## src/rtl/ssdbd_pkg.sv

```systemverilog
// Shared constants, payload types and register indexes of the SSD box decoder.
// Depends on nothing; every other RTL file but assert_macros.svh imports it.
`default_nettype none
package ssdbd_pkg;

   localparam int COORD_BITS = 13;
   localparam int FRAC_BITS  = 14;
   localparam int REL_BITS   = 16;
   localparam int SCORE_BITS = 17;
   localparam int PROD_BITS  = REL_BITS + COORD_BITS + 1;
   localparam int QUO_BITS   = PROD_BITS - FRAC_BITS;
   localparam int PIX_BITS   = QUO_BITS + 2;

   localparam int CSR_ADDR_BITS = 3;
   localparam int CSR_DATA_BITS = SCORE_BITS;

   localparam int REQ_DATA_BITS = 88;
   localparam int RSP_DATA_BITS = 56;

   localparam logic [CSR_ADDR_BITS-1:0] REG_ROI_LEFT     = 3'd0;
   localparam logic [CSR_ADDR_BITS-1:0] REG_ROI_TOP      = 3'd1;
   localparam logic [CSR_ADDR_BITS-1:0] REG_ROI_SPAN_X   = 3'd2;
   localparam logic [CSR_ADDR_BITS-1:0] REG_ROI_SPAN_Y   = 3'd3;
   localparam logic [CSR_ADDR_BITS-1:0] REG_FRAME_SPAN_X = 3'd4;
   localparam logic [CSR_ADDR_BITS-1:0] REG_FRAME_SPAN_Y = 3'd5;
   localparam logic [CSR_ADDR_BITS-1:0] REG_SCORE_THR    = 3'd6;

   typedef struct packed {
      logic [COORD_BITS-1:0] roi_left;
      logic [COORD_BITS-1:0] roi_top;
      logic [COORD_BITS-1:0] roi_span_x;
      logic [COORD_BITS-1:0] roi_span_y;
      logic [COORD_BITS-1:0] frame_span_x;
      logic [COORD_BITS-1:0] frame_span_y;
      logic [SCORE_BITS-1:0] score_threshold;
   } cfg_type;

   typedef struct packed {
      logic signed [REL_BITS-1:0] left;
      logic signed [REL_BITS-1:0] top;
      logic signed [REL_BITS-1:0] right;
      logic signed [REL_BITS-1:0] bottom;
   } rel_set_type;

   typedef struct packed {
      logic signed [PROD_BITS-1:0] left;
      logic signed [PROD_BITS-1:0] top;
      logic signed [PROD_BITS-1:0] right;
      logic signed [PROD_BITS-1:0] bottom;
   } prod_set_type;

   typedef struct packed {
      logic signed [PIX_BITS-1:0] left;
      logic signed [PIX_BITS-1:0] top;
      logic signed [PIX_BITS-1:0] right;
      logic signed [PIX_BITS-1:0] bottom;
   } pix_set_type;

   typedef struct packed {
      logic [COORD_BITS-1:0] box_h;
      logic [COORD_BITS-1:0] box_w;
      logic [COORD_BITS-1:0] box_y;
      logic [COORD_BITS-1:0] box_x;
   } box_type;

endpackage
`default_nettype wire

```

## src/rtl/ssd_detection_box_decoder.sv

```systemverilog
// SSD detection box decoder. Each request transaction carries one detection
// proposal; a proposal that survives the list-stop and score checks yields one
// response transaction with the box scaled by the ROI size, offset by the ROI
// origin and clipped to the frame (an all-zero box when it misses the frame).
// An end-of-list proposal (req_tlast) gives no response and drops all later
// proposals until one flagged with req_tuser (first of a new set) arrives.
// Throughput is one proposal per clock while rsp_tready does not hold the
// pipeline back. A kept proposal passes through the four register stages in
// order: input, product, placed corners, result. Every stage holds while the
// one after it is full and stalled, so back-pressure on rsp_tready reaches
// req_tready only when all four stages are occupied. Write the csr_ registers
// only while no response is outstanding.
// Depends on ssdbd_pkg, ssdbd_admit, ssdbd_scale, ssdbd_clip.
`default_nettype none
module ssd_detection_box_decoder (
   input  wire                                clock,
   input  wire                                reset,
   // Request stream
   input  wire                                req_tvalid,
   output logic                               req_tready,
   // [16:0] score, [32:17] rel_left, [48:33] rel_top, [64:49] rel_right,
   // [80:65] rel_bottom, [87:81] zero
   input  wire [ssdbd_pkg::REQ_DATA_BITS-1:0] req_tdata,
   input  wire                                req_tlast,   // list_end
   input  wire                                req_tuser,   // set_start
   // Response stream
   output logic                               rsp_tvalid,
   input  wire                                rsp_tready,
   // [12:0] box_x, [25:13] box_y, [38:26] box_w, [51:39] box_h, [55:52] zero
   output logic [ssdbd_pkg::RSP_DATA_BITS-1:0] rsp_tdata,
   // Configuration write port
   input  wire                                csr_we,
   input  wire [ssdbd_pkg::CSR_ADDR_BITS-1:0] csr_addr,
   input  wire [ssdbd_pkg::CSR_DATA_BITS-1:0] csr_wdata
);
   import ssdbd_pkg::*;

   cfg_type     cfg_ff, cfg_in;
   rel_set_type req_rel;
   rel_set_type adm_rel;
   pix_set_type scl_pix;
   box_type     rsp_box;
   logic        adm_valid, scl_ready;
   logic        scl_valid, clp_ready;
   logic [SCORE_BITS-1:0] req_score;

   // Unpack the request payload
   assign req_score      = req_tdata[SCORE_BITS-1:0];
   assign req_rel.left   = req_tdata[SCORE_BITS +     REL_BITS - 1 -: REL_BITS];
   assign req_rel.top    = req_tdata[SCORE_BITS + 2 * REL_BITS - 1 -: REL_BITS];
   assign req_rel.right  = req_tdata[SCORE_BITS + 3 * REL_BITS - 1 -: REL_BITS];
   assign req_rel.bottom = req_tdata[SCORE_BITS + 4 * REL_BITS - 1 -: REL_BITS];

   // Configuration registers: take a write on any cycle with csr_we high,
   // drop writes to unknown indexes.
   always_comb begin
      cfg_in = cfg_ff;
      if (csr_we) begin
         case (csr_addr)
            REG_ROI_LEFT:     cfg_in.roi_left        = csr_wdata[COORD_BITS-1:0];
            REG_ROI_TOP:      cfg_in.roi_top         = csr_wdata[COORD_BITS-1:0];
            REG_ROI_SPAN_X:   cfg_in.roi_span_x      = csr_wdata[COORD_BITS-1:0];
            REG_ROI_SPAN_Y:   cfg_in.roi_span_y      = csr_wdata[COORD_BITS-1:0];
            REG_FRAME_SPAN_X: cfg_in.frame_span_x    = csr_wdata[COORD_BITS-1:0];
            REG_FRAME_SPAN_Y: cfg_in.frame_span_y    = csr_wdata[COORD_BITS-1:0];
            REG_SCORE_THR:    cfg_in.score_threshold = csr_wdata[SCORE_BITS-1:0];
            default:          cfg_in = cfg_ff;
         endcase
      end
   end

   always_ff @(posedge clock) begin
      if (reset) begin
         cfg_ff.roi_left        <= '0;
         cfg_ff.roi_top         <= '0;
         cfg_ff.roi_span_x      <= COORD_BITS'(1);
         cfg_ff.roi_span_y      <= COORD_BITS'(1);
         cfg_ff.frame_span_x    <= COORD_BITS'(1);
         cfg_ff.frame_span_y    <= COORD_BITS'(1);
         cfg_ff.score_threshold <= SCORE_BITS'(32768);
      end else begin
         cfg_ff <= cfg_in;
      end
   end

   // Filter proposals and register the kept ones
   ssdbd_admit u_admit (
      .clock     (clock),
      .reset     (reset),
      .cfg       (cfg_ff),
      .in_valid  (req_tvalid),
      .in_ready  (req_tready),
      .set_start (req_tuser),
      .list_end  (req_tlast),
      .score     (req_score),
      .rel_in    (req_rel),
      .out_valid (adm_valid),
      .out_ready (scl_ready),
      .rel_out   (adm_rel)
   );

   // Scale to pixels and offset by the ROI origin
   ssdbd_scale u_scale (
      .clock     (clock),
      .reset     (reset),
      .cfg       (cfg_ff),
      .in_valid  (adm_valid),
      .in_ready  (scl_ready),
      .rel_in    (adm_rel),
      .out_valid (scl_valid),
      .out_ready (clp_ready),
      .pix_out   (scl_pix)
   );

   // Clip to the frame and hold the result
   ssdbd_clip u_clip (
      .clock     (clock),
      .reset     (reset),
      .cfg       (cfg_ff),
      .in_valid  (scl_valid),
      .in_ready  (clp_ready),
      .pix_in    (scl_pix),
      .out_valid (rsp_tvalid),
      .out_ready (rsp_tready),
      .box_out   (rsp_box)
   );

   assign rsp_tdata = RSP_DATA_BITS'(rsp_box);
endmodule
`default_nettype wire

```

## src/rtl/ssdbd_admit.sv

```systemverilog
// Admission stage: list stop flag, score threshold test and input register.
// Depends on ssdbd_pkg.
`default_nettype none
module ssdbd_admit (
   input  wire                             clock,
   input  wire                             reset,
   input  wire ssdbd_pkg::cfg_type         cfg,
   input  wire                             in_valid,
   output logic                            in_ready,
   input  wire                             set_start,
   input  wire                             list_end,
   input  wire [ssdbd_pkg::SCORE_BITS-1:0] score,
   input  wire ssdbd_pkg::rel_set_type     rel_in,
   output logic                            out_valid,
   input  wire                             out_ready,
   output ssdbd_pkg::rel_set_type          rel_out
);
   import ssdbd_pkg::*;

   logic        valid_ff, valid_in;
   logic        stopped_ff, stopped_in;
   rel_set_type rel_ff;
   logic        accept, stop_eff, keep;

   assign in_ready  = !valid_ff || out_ready;
   assign accept    = in_valid && in_ready;
   assign stop_eff  = stopped_ff && !set_start;
   assign keep      = !stop_eff && !list_end && (score >= cfg.score_threshold);

   always_comb begin
      stopped_in = accept ? (stop_eff || list_end) : stopped_ff;
      valid_in   = in_ready ? (in_valid && keep) : valid_ff;
   end

   always_ff @(posedge clock) begin
      if (reset) begin
         valid_ff   <= 1'b0;
         stopped_ff <= 1'b0;
      end else begin
         valid_ff   <= valid_in;
         stopped_ff <= stopped_in;
      end
   end

   always_ff @(posedge clock) begin
      if (accept) begin
         rel_ff <= rel_in;
      end
   end

   assign out_valid = valid_ff;
   assign rel_out   = rel_ff;
endmodule
`default_nettype wire

```

## src/rtl/ssdbd_scale.sv

```systemverilog
// Scaling stages: corner times ROI span, then truncate toward zero and add ROI origin.
// Depends on ssdbd_pkg.
`default_nettype none
module ssdbd_scale (
   input  wire                         clock,
   input  wire                         reset,
   input  wire ssdbd_pkg::cfg_type     cfg,
   input  wire                         in_valid,
   output logic                        in_ready,
   input  wire ssdbd_pkg::rel_set_type rel_in,
   output logic                        out_valid,
   input  wire                         out_ready,
   output ssdbd_pkg::pix_set_type      pix_out
);
   import ssdbd_pkg::*;

   localparam logic signed [PROD_BITS-1:0] ROUND_BIAS =
      PROD_BITS'((1 << FRAC_BITS) - 1);

   logic         prod_valid_ff, prod_valid_in, prod_ready;
   logic         pix_valid_ff, pix_valid_in;
   prod_set_type prod_ff, prod_in;
   pix_set_type  pix_ff, pix_in;
   logic signed [PROD_BITS-1:0] span_x, span_y;
   logic signed [PIX_BITS-1:0]  org_x, org_y;

   function automatic logic signed [PROD_BITS-1:0] mul_corner(
      input logic signed [REL_BITS-1:0]  rel,
      input logic signed [PROD_BITS-1:0] span
   );
      logic signed [PROD_BITS-1:0] rel_ext;
      rel_ext    = PROD_BITS'(rel);
      mul_corner = rel_ext * span;
   endfunction

   // Divide by 2^FRAC_BITS toward zero, then move into frame coordinates.
   function automatic logic signed [PIX_BITS-1:0] place_corner(
      input logic signed [PROD_BITS-1:0] prod,
      input logic signed [PIX_BITS-1:0]  origin
   );
      logic signed [PROD_BITS-1:0] biased;
      logic signed [QUO_BITS-1:0]  quo;
      biased       = prod + (prod[PROD_BITS-1] ? ROUND_BIAS : '0);
      quo          = biased[PROD_BITS-1:FRAC_BITS];
      place_corner = PIX_BITS'(quo) + origin;
   endfunction

   assign span_x = signed'(PROD_BITS'({1'b0, cfg.roi_span_x}));
   assign span_y = signed'(PROD_BITS'({1'b0, cfg.roi_span_y}));
   assign org_x  = signed'(PIX_BITS'({1'b0, cfg.roi_left}));
   assign org_y  = signed'(PIX_BITS'({1'b0, cfg.roi_top}));

   // Multiply stage
   assign prod_ready = !pix_valid_ff || out_ready;
   assign in_ready   = !prod_valid_ff || prod_ready;

   always_comb begin
      prod_in.left   = mul_corner(rel_in.left,   span_x);
      prod_in.top    = mul_corner(rel_in.top,    span_y);
      prod_in.right  = mul_corner(rel_in.right,  span_x);
      prod_in.bottom = mul_corner(rel_in.bottom, span_y);
      prod_valid_in  = in_ready ? in_valid : prod_valid_ff;
   end

   // Placement stage
   always_comb begin
      pix_in.left   = place_corner(prod_ff.left,   org_x);
      pix_in.top    = place_corner(prod_ff.top,    org_y);
      pix_in.right  = place_corner(prod_ff.right,  org_x);
      pix_in.bottom = place_corner(prod_ff.bottom, org_y);
      pix_valid_in  = prod_ready ? prod_valid_ff : pix_valid_ff;
   end

   always_ff @(posedge clock) begin
      if (reset) begin
         prod_valid_ff <= 1'b0;
         pix_valid_ff  <= 1'b0;
      end else begin
         prod_valid_ff <= prod_valid_in;
         pix_valid_ff  <= pix_valid_in;
      end
   end

   always_ff @(posedge clock) begin
      if (in_valid && in_ready) begin
         prod_ff <= prod_in;
      end
      if (prod_valid_ff && prod_ready) begin
         pix_ff <= pix_in;
      end
   end

   assign out_valid = pix_valid_ff;
   assign pix_out   = pix_ff;
endmodule
`default_nettype wire

```

## src/rtl/ssdbd_clip.sv

```systemverilog
// Clip stage: intersect the box with the frame and hold it in the result register.
// Depends on ssdbd_pkg.
`default_nettype none
module ssdbd_clip (
   input  wire                         clock,
   input  wire                         reset,
   input  wire ssdbd_pkg::cfg_type     cfg,
   input  wire                         in_valid,
   output logic                        in_ready,
   input  wire ssdbd_pkg::pix_set_type pix_in,
   output logic                        out_valid,
   input  wire                         out_ready,
   output ssdbd_pkg::box_type          box_out
);
   import ssdbd_pkg::*;

   logic    valid_ff, valid_in;
   box_type box_ff, box_in;
   logic signed [PIX_BITS-1:0] frame_x, frame_y;
   logic signed [PIX_BITS-1:0] x1, y1, x2, y2;
   logic                       empty;

   assign frame_x = signed'(PIX_BITS'({1'b0, cfg.frame_span_x}));
   assign frame_y = signed'(PIX_BITS'({1'b0, cfg.frame_span_y}));
   assign in_ready = !valid_ff || out_ready;

   always_comb begin
      x1 = (pix_in.left < 0) ? '0 : pix_in.left;
      y1 = (pix_in.top  < 0) ? '0 : pix_in.top;
      x2 = (pix_in.right  > frame_x) ? frame_x : pix_in.right;
      y2 = (pix_in.bottom > frame_y) ? frame_y : pix_in.bottom;
      empty = (pix_in.right <= pix_in.left) || (pix_in.bottom <= pix_in.top) ||
              (x2 <= x1) || (y2 <= y1);
      if (empty) begin
         box_in = '0;
      end else begin
         box_in.box_x = x1[COORD_BITS-1:0];
         box_in.box_y = y1[COORD_BITS-1:0];
         box_in.box_w = COORD_BITS'(x2 - x1);
         box_in.box_h = COORD_BITS'(y2 - y1);
      end
      valid_in = in_ready ? in_valid : valid_ff;
   end

   always_ff @(posedge clock) begin
      if (reset) begin
         valid_ff <= 1'b0;
      end else begin
         valid_ff <= valid_in;
      end
   end

   always_ff @(posedge clock) begin
      if (in_valid && in_ready) begin
         box_ff <= box_in;
      end
   end

   assign out_valid = valid_ff;
   assign box_out   = box_ff;
endmodule
`default_nettype wire

```

## config.mk

```make
export PLATFORM = sky130hd
export DESIGN_NAME = ssd_detection_box_decoder
export DESIGN_NICKNAME = d
export VERILOG_FILES = /design/src/rtl/ssdbd_pkg.sv /design/src/rtl/ssd_detection_box_decoder.sv /design/src/rtl/ssdbd_admit.sv /design/src/rtl/ssdbd_scale.sv /design/src/rtl/ssdbd_clip.sv
export SDC_FILE = /design/constraint.sdc
export NUM_CORES = 2
export LEC_CHECK = 0
export BUFFER_PORTS_ARGS = -buffer_cell sky130_fd_sc_hd__buf_2
export CORE_MARGIN = 2
export CORE_UTILIZATION = 47
export CTS_CLUSTER_DIAMETER = 100
export DETAILED_ROUTE_END_ITERATION = 6
export PLACE_DENSITY_LB_ADDON = 0.2
export SLEW_MARGIN = 25
export SYNTH_ARGS = -nofsm -noshare
export SYNTH_HDL_FRONTEND = slang
export SYNTH_HIERARCHICAL = 1
export SYNTH_SLANG_ARGS = --single-unit
```

## constraint.sdc

```tcl
create_clock -name clock -period 6.1 [get_ports clock]
set_input_delay 0.915 -clock clock [delete_from_list [all_inputs] [get_ports clock]]
set_output_delay 0.915 -clock clock [all_outputs]
set_load 0.02 [all_outputs]
```

# Word level (Yosys, flattened, before mapping)

Cells that the tools add are included.

Add/subtract/negate cells: 10
Multiply operators: 4
$lt $le $gt $ge: 9
Equality and inequality tests: 6
Muxes and demuxes: 8
Reductions and logical operators: 31

Operators with widths:

| cell                | number |
|---|---|
| $add 30x14->30      | 4 |
| $mul 16x14->30      | 4 |
| $mux 18             | 4 |
| $add 16x14->17      | 4 |
| $mux 14             | 4 |
| $gt 18x14->1        | 2 |
| $le 18x17->1        | 2 |
| $le 18x18->1        | 2 |
| $lt 17x1->1 const B | 2 |
| $sub 13x13->13      | 2 |
| $ge 17x17->1        | 1 |
| $reduce_and 2->1    | 7 |
| $eq 3x3->1 const B  | 3 |
| $logic_and 1x1->1   | 8 |
| $logic_or 1x1->1    | 8 |
| $logic_not 1->1     | 7 |
| $eq 3x2->1 const B  | 2 |
| $eq 3x1->1 const B  | 1 |
| $logic_not 3->1     | 1 |

Register bits: 406
Bits of input ports: 115

# Longest topological paths before layout

Depth in word-level cells: 6
Mapped depth: 24
Gate-level depth less buffers: 23

# Hierarchy

Netlist, hierarchy kept.

Modules (own cells, without submodules):

| module                    | times used | cells each | area each (um2) | seq. area each (um2) |
|---|---|---|---|---|
| ssdbd_scale               | 1          | 4435       | 42269.3         | 5685.5 |
| ssdbd_clip                | 1          | 578        | 5257.5          | 1581.5 |
| ssd_detection_box_decoder | 1          | 344        | 3818.7          | 1901.8 |
| ssdbd_admit               | 1          | 136        | 2457.4          | 1961.9 |

# Worst setup path before layout

No wires, ideal clock.

Kind: register -> register
Start point: register u_admit.rel_ff (netlist bit u_admit/rel_out[47])
End point: register u_scale/prod_ff[89] (netlist name), data pin
Data arrival time: 5.992 ns
Path slack: -0.152 ns
Cell stages (with the launch flop): 24
Path buffers: 1
Period minus slack after synthesis: 6.252 ns
Cells stage by stage: edfxtp_1 -> clkbuf_1 -> nand2_1 -> inv_1 -> fa_1 -> fa_1 -> inv_1 -> fa_1 -> inv_1 -> fa_1 -> fa_1 -> inv_1 -> fa_1 -> inv_1 -> ha_1 -> a21o_1 -> a21o_1 -> a21o_1 -> a21oi_1 -> o21ai_0 -> a2111oi_2 -> o21ai_1 -> a21oi_1 -> xnor2_1

RTL lines:

| element                | RTL line          | source |
|---|---|---|
| from (decl)            | ssdbd_admit.sv:22 | `rel_set_type rel_ff;` |
| from (signal assigned) | ssdbd_admit.sv:47 | `rel_ff <= rel_in;` |
| to (signal assigned)   | ssdbd_scale.sv:86 | `prod_ff <= prod_in;` |
| to (decl)              | ssdbd_scale.sv:22 | `prod_set_type prod_ff, prod_in;` |

==> out/qor.yml <==
worst_setup_path:
  critical_path.top_delay_family: "adder cells"
  worst_path_most_repeated_cell: "sky130_fd_sc_hd__fa_1"
  cp.depth: 25
  critical_path.n_buffers_inverters: 9
  worstSetupStartpointType: "flip-flop"
  crit_slowest_cell: "sky130_fd_sc_hd__fa_2"
  critical_path.max_stage_delay_ns: 0.53
  worst_setup_path_end_kind: "flip-flop"
  reg2regPathDepth: 25
  critPathArrivalTime_ns: 6.51
  critical_path_class: "reg2reg"
  crit_required_ns: 6.47
  critical_path.max_fanout: 4
yosys:
  ys_top_cells_by_area: "sky130_fd_sc_hd__fa_1 (30%), sky130_fd_sc_hd__edfxtp_1 (17%), sky130_fd_sc_hd__ha_1 (12%)"
  synthArstFlopShare: 0
  synth_sequential_area_ratio: 0.2069
  synth.top_cell.area_share: 0.3029
  synth.distinct_cells: 91
  post_synth_fa_ha_maj_area_fraction: 0.4229
  synthesis.area_um2: 53800
  synth_enable_flop_cells: 304
  synth_flop_cell: "sky130_fd_sc_hd__edfxtp_1"
  synthXorXnorAreaFrac: 0.04037
  top_cell_type_by_total_area_after_synthesis: "sky130_fd_sc_hd__fa_1"
  post_synth_mux_area_share: 0.02363
  basic_gate_share_of_the_synthesized_area_counting_and_or_nand_and_nor_cells: 0.1490
  post_synthesis_compound_gate_area_fraction: 0.06551
  synth_top_family_by_area: "adder cells"
  synth-warning-count: 6
  synth-seq-cells: 404
  post_synth.cell_area_avg_um2: 9.795
  gate_count_of_the_mapped_netlist: 5493
cells_and_area:
  final_cell_mix: "sky130_fd_sc_hd__inv_1 (1,060), sky130_fd_sc_hd__fa_1 (795), sky130_fd_sc_hd__nand2_1 (542)"
  filler_cell_count: 10100
  stdcell_area_um2: 63150
  layout.cells.most_common: "sky130_fd_sc_hd__inv_1"
  fraction_of_final_layout_cells_with_drive_strength_greater_than_1: 0.1714
  nNetsFinal: 7466
  number_of_inserted_diodes: 0
  area_growth_syn_to_layout_pct: 17.37
  postLayoutCoreUtil: 0.5545
  stdcell_count: 7580
run_status:
  failing_checks: "setup timing"
  run_status: "complete, but fails checks"
placement:
  post-dp-hpwl_um: 107300
  place.gp.congestion: 0.9116
  dp_slack_ns: -0.2052
  portBuffers: 161
  numPlacedInstances: 7409
  detailed_place.area_um2: 59410
power_and_ir_drop:
  total_leakage_power_nw: 31.44
  power-per-cell-area_nw_per_um2: 157.7
  totalPowerFinal_mw: 9.961
  max-vdd-ir-drop_uv: 225.0
floorplan:
  boundaryPins: 173
  placement_rows: 124
  fp.dieArea_um2: 117200
  core_um2: 113900
  chipHeight_um: 342.3
  floorplan.initialDensity: 0.4725
  die_width_um: 342.3
route:
  drtIter0Drc: 2099
  route.detailed.vias_per_inst: 5.124
  first_pass_iters: 5
  ant_nets: 0
  routedWlPerCell_um: 17.68
  post-route-drc-count: 0
  dr_total_vias: 38840
  drt_wl_total_um: 134000
hold_path:
  min-delay-path-class: "in2reg"
  worst_hold_path.num_cells: 1
timing:
  normalized_max_slew_margin: 0.2395
  setup_violations: 6
  slew_viol_final: 0
  clock_skews_ns: 0.06684
  timing.setup.tns_ns: -0.1350
  timing_worst_slew_pin_value_ns: 1.125
  rsz0062_at_grt: "true"
  min_period_ns: 6.137
  fmax_mhz: 162.9
  finalHoldViolations: 0
  finalCritPeriodShare: 1.006
  hold_ws_ns: 0.3987
  post-route-worst-setup-slack_ns: -0.03718
cts:
  clockRootBuffer: "sky130_fd_sc_hd__clkbuf_16"
  clk_path_buf_depth: 3
  cts-buffers-inserted: 52
  clock_pin_slew_of_the_registers_on_the_worst_case_setup_and_hold_paths_ns: 0.06
  tritoncts: "yes"
  cts_hold_buf: 0
  clock_sinks: 404
  worstSkewPairLatency_ns: 0.69
  cts_max_level: 2
grt:
  grt-ovfl-total: 0
  groute.usage.overall: 0.2319
  grt_pass1_wl_um: 215600
  grt_max_degree: 121
  number_of_global_route_vias_before_repair: 40500
  number_of_antenna_violations_at_the_first_check_in_global_routing: 0
job:
  max_cap_viol_count: 0
## synth_stat cells (72+ instances only)
library cell               number
sky130_fd_sc_hd__a21o_1        72
sky130_fd_sc_hd__a21oi_1      167
sky130_fd_sc_hd__and2_1       445
sky130_fd_sc_hd__clkbuf_1     161
sky130_fd_sc_hd__dfxtp_1      100
sky130_fd_sc_hd__edfxtp_1     304
sky130_fd_sc_hd__fa_1         814
sky130_fd_sc_hd__ha_1         513
sky130_fd_sc_hd__inv_1       1097
sky130_fd_sc_hd__mux2i_1      100
sky130_fd_sc_hd__nand2_1      552
sky130_fd_sc_hd__nand2b_1     126
sky130_fd_sc_hd__nor2_1       180
sky130_fd_sc_hd__o21ai_0       80
sky130_fd_sc_hd__xnor2_1      178
## area by class of cell
cell class                      instances  area (um^2)  share of cell area
Clock buffer                           64         1356             0.02148
Clock inverter                         34        395.4            0.006261
Inverter                             1099         4125             0.06532
Multi-Input combinational cell       3804        38880              0.6156
Sequential cell                       404        11150              0.1766
Tap cell                             1512         1892             0.02996
Timing Repair Buffer                  663         5353             0.08476
## cells by family (layout without fill, tap and decap cells)
group	Yosys count	in the layout
buffers and inverters	1288	1860
multiplexers	124	124
XOR/XNOR	248	248
AO/OA/AOI/OAI	526	526
adder cells (fa/ha/maj)	1331	1331
other	1	4
AND/OR/NAND/NOR	1571	1571
flip-flops	404	404
## power by group
| group | total [mW] | internal, mW | leakage (nW) | switching, mW |
|---|---|---|---|---|
| clock | 3.13 | 1.79 | 0.830 | 1.34 |
| sequential | 3.26 | 3.16 | 3.74 | 0.107 |
| combinational | 3.57 | 1.65 | 26.9 | 1.92 |
| total | 9.96 | 6.59 | 31.4 | 3.37 |
## flip-flops by register name (all words and copies together), names as in the netlist, 52 cells and up
| register | count |
|---|---|
| u_scale/prod_ff | 120 |
| cfg_ff | 95 |
| u_scale/pix_out | 68 |
| u_admit/rel_out | 64 |
| u_clip/box_out | 52 |
## worst paths after layout
path / start / to / slack, ns
hold reg to reg: u_scale/out_valid$_SDFFE_PP0P_ / u_clip/out_valid$_SDFFE_PP0N_ / 0.47
setup reg to reg: u_admit/rel_out[21]$_DFFE_PP_ / u_scale/prod_ff[59]$_DFFE_PP_ / -0.04
hold / removal: req_tdata[29] / u_admit/rel_out[60]$_DFFE_PP_ / 0.40
setup / recovery: u_admit/rel_out[21]$_DFFE_PP_ / u_scale/prod_ff[59]$_DFFE_PP_ / -0.04
## worst reg2reg max path, cell delays in order, from the launching register on
cell and delay [ns]:
sky130_fd_sc_hd__edfxtp_1 0.47, sky130_fd_sc_hd__buf_6 0.18, sky130_fd_sc_hd__and2_4 0.13, sky130_fd_sc_hd__fa_1 0.52
sky130_fd_sc_hd__inv_2 0.04, sky130_fd_sc_hd__fa_1 0.51, sky130_fd_sc_hd__inv_2 0.04, sky130_fd_sc_hd__fa_1 0.49
sky130_fd_sc_hd__inv_1 0.05, sky130_fd_sc_hd__fa_1 0.47, sky130_fd_sc_hd__inv_1 0.05, sky130_fd_sc_hd__fa_1 0.51
sky130_fd_sc_hd__inv_2 0.04, sky130_fd_sc_hd__fa_2 0.53, sky130_fd_sc_hd__inv_2 0.05, sky130_fd_sc_hd__ha_4 0.26
sky130_fd_sc_hd__and4_4 0.21, sky130_fd_sc_hd__a311oi_2 0.09, sky130_fd_sc_hd__buf_4 0.17, sky130_fd_sc_hd__buf_6 0.11
sky130_fd_sc_hd__o311ai_4 0.23, sky130_fd_sc_hd__nand2_2 0.09, sky130_fd_sc_hd__o211a_1 0.22, sky130_fd_sc_hd__o21bai_1 0.13
sky130_fd_sc_hd__a21oi_1 0.09, sky130_fd_sc_hd__xnor2_1 0.14
## what timing repair did
action                                  in CTS  in global routing
setup buffers                               36                 49
endpoints found under the setup margin      29                 40
pin swaps                                   83                154
cloned                                       0                  3
gates resized for setup                    105                208
## metal layers
layer  track usage  wire (um)  up-vias
met1        0.3278      61930    19480
met2        0.3800      62370      802
met4       0.05629       3249        0
met3       0.02852       6472      166
met5             0          0        -
li1              -          -    18390
Note: power is estimated with default switching activity, not from simulation.
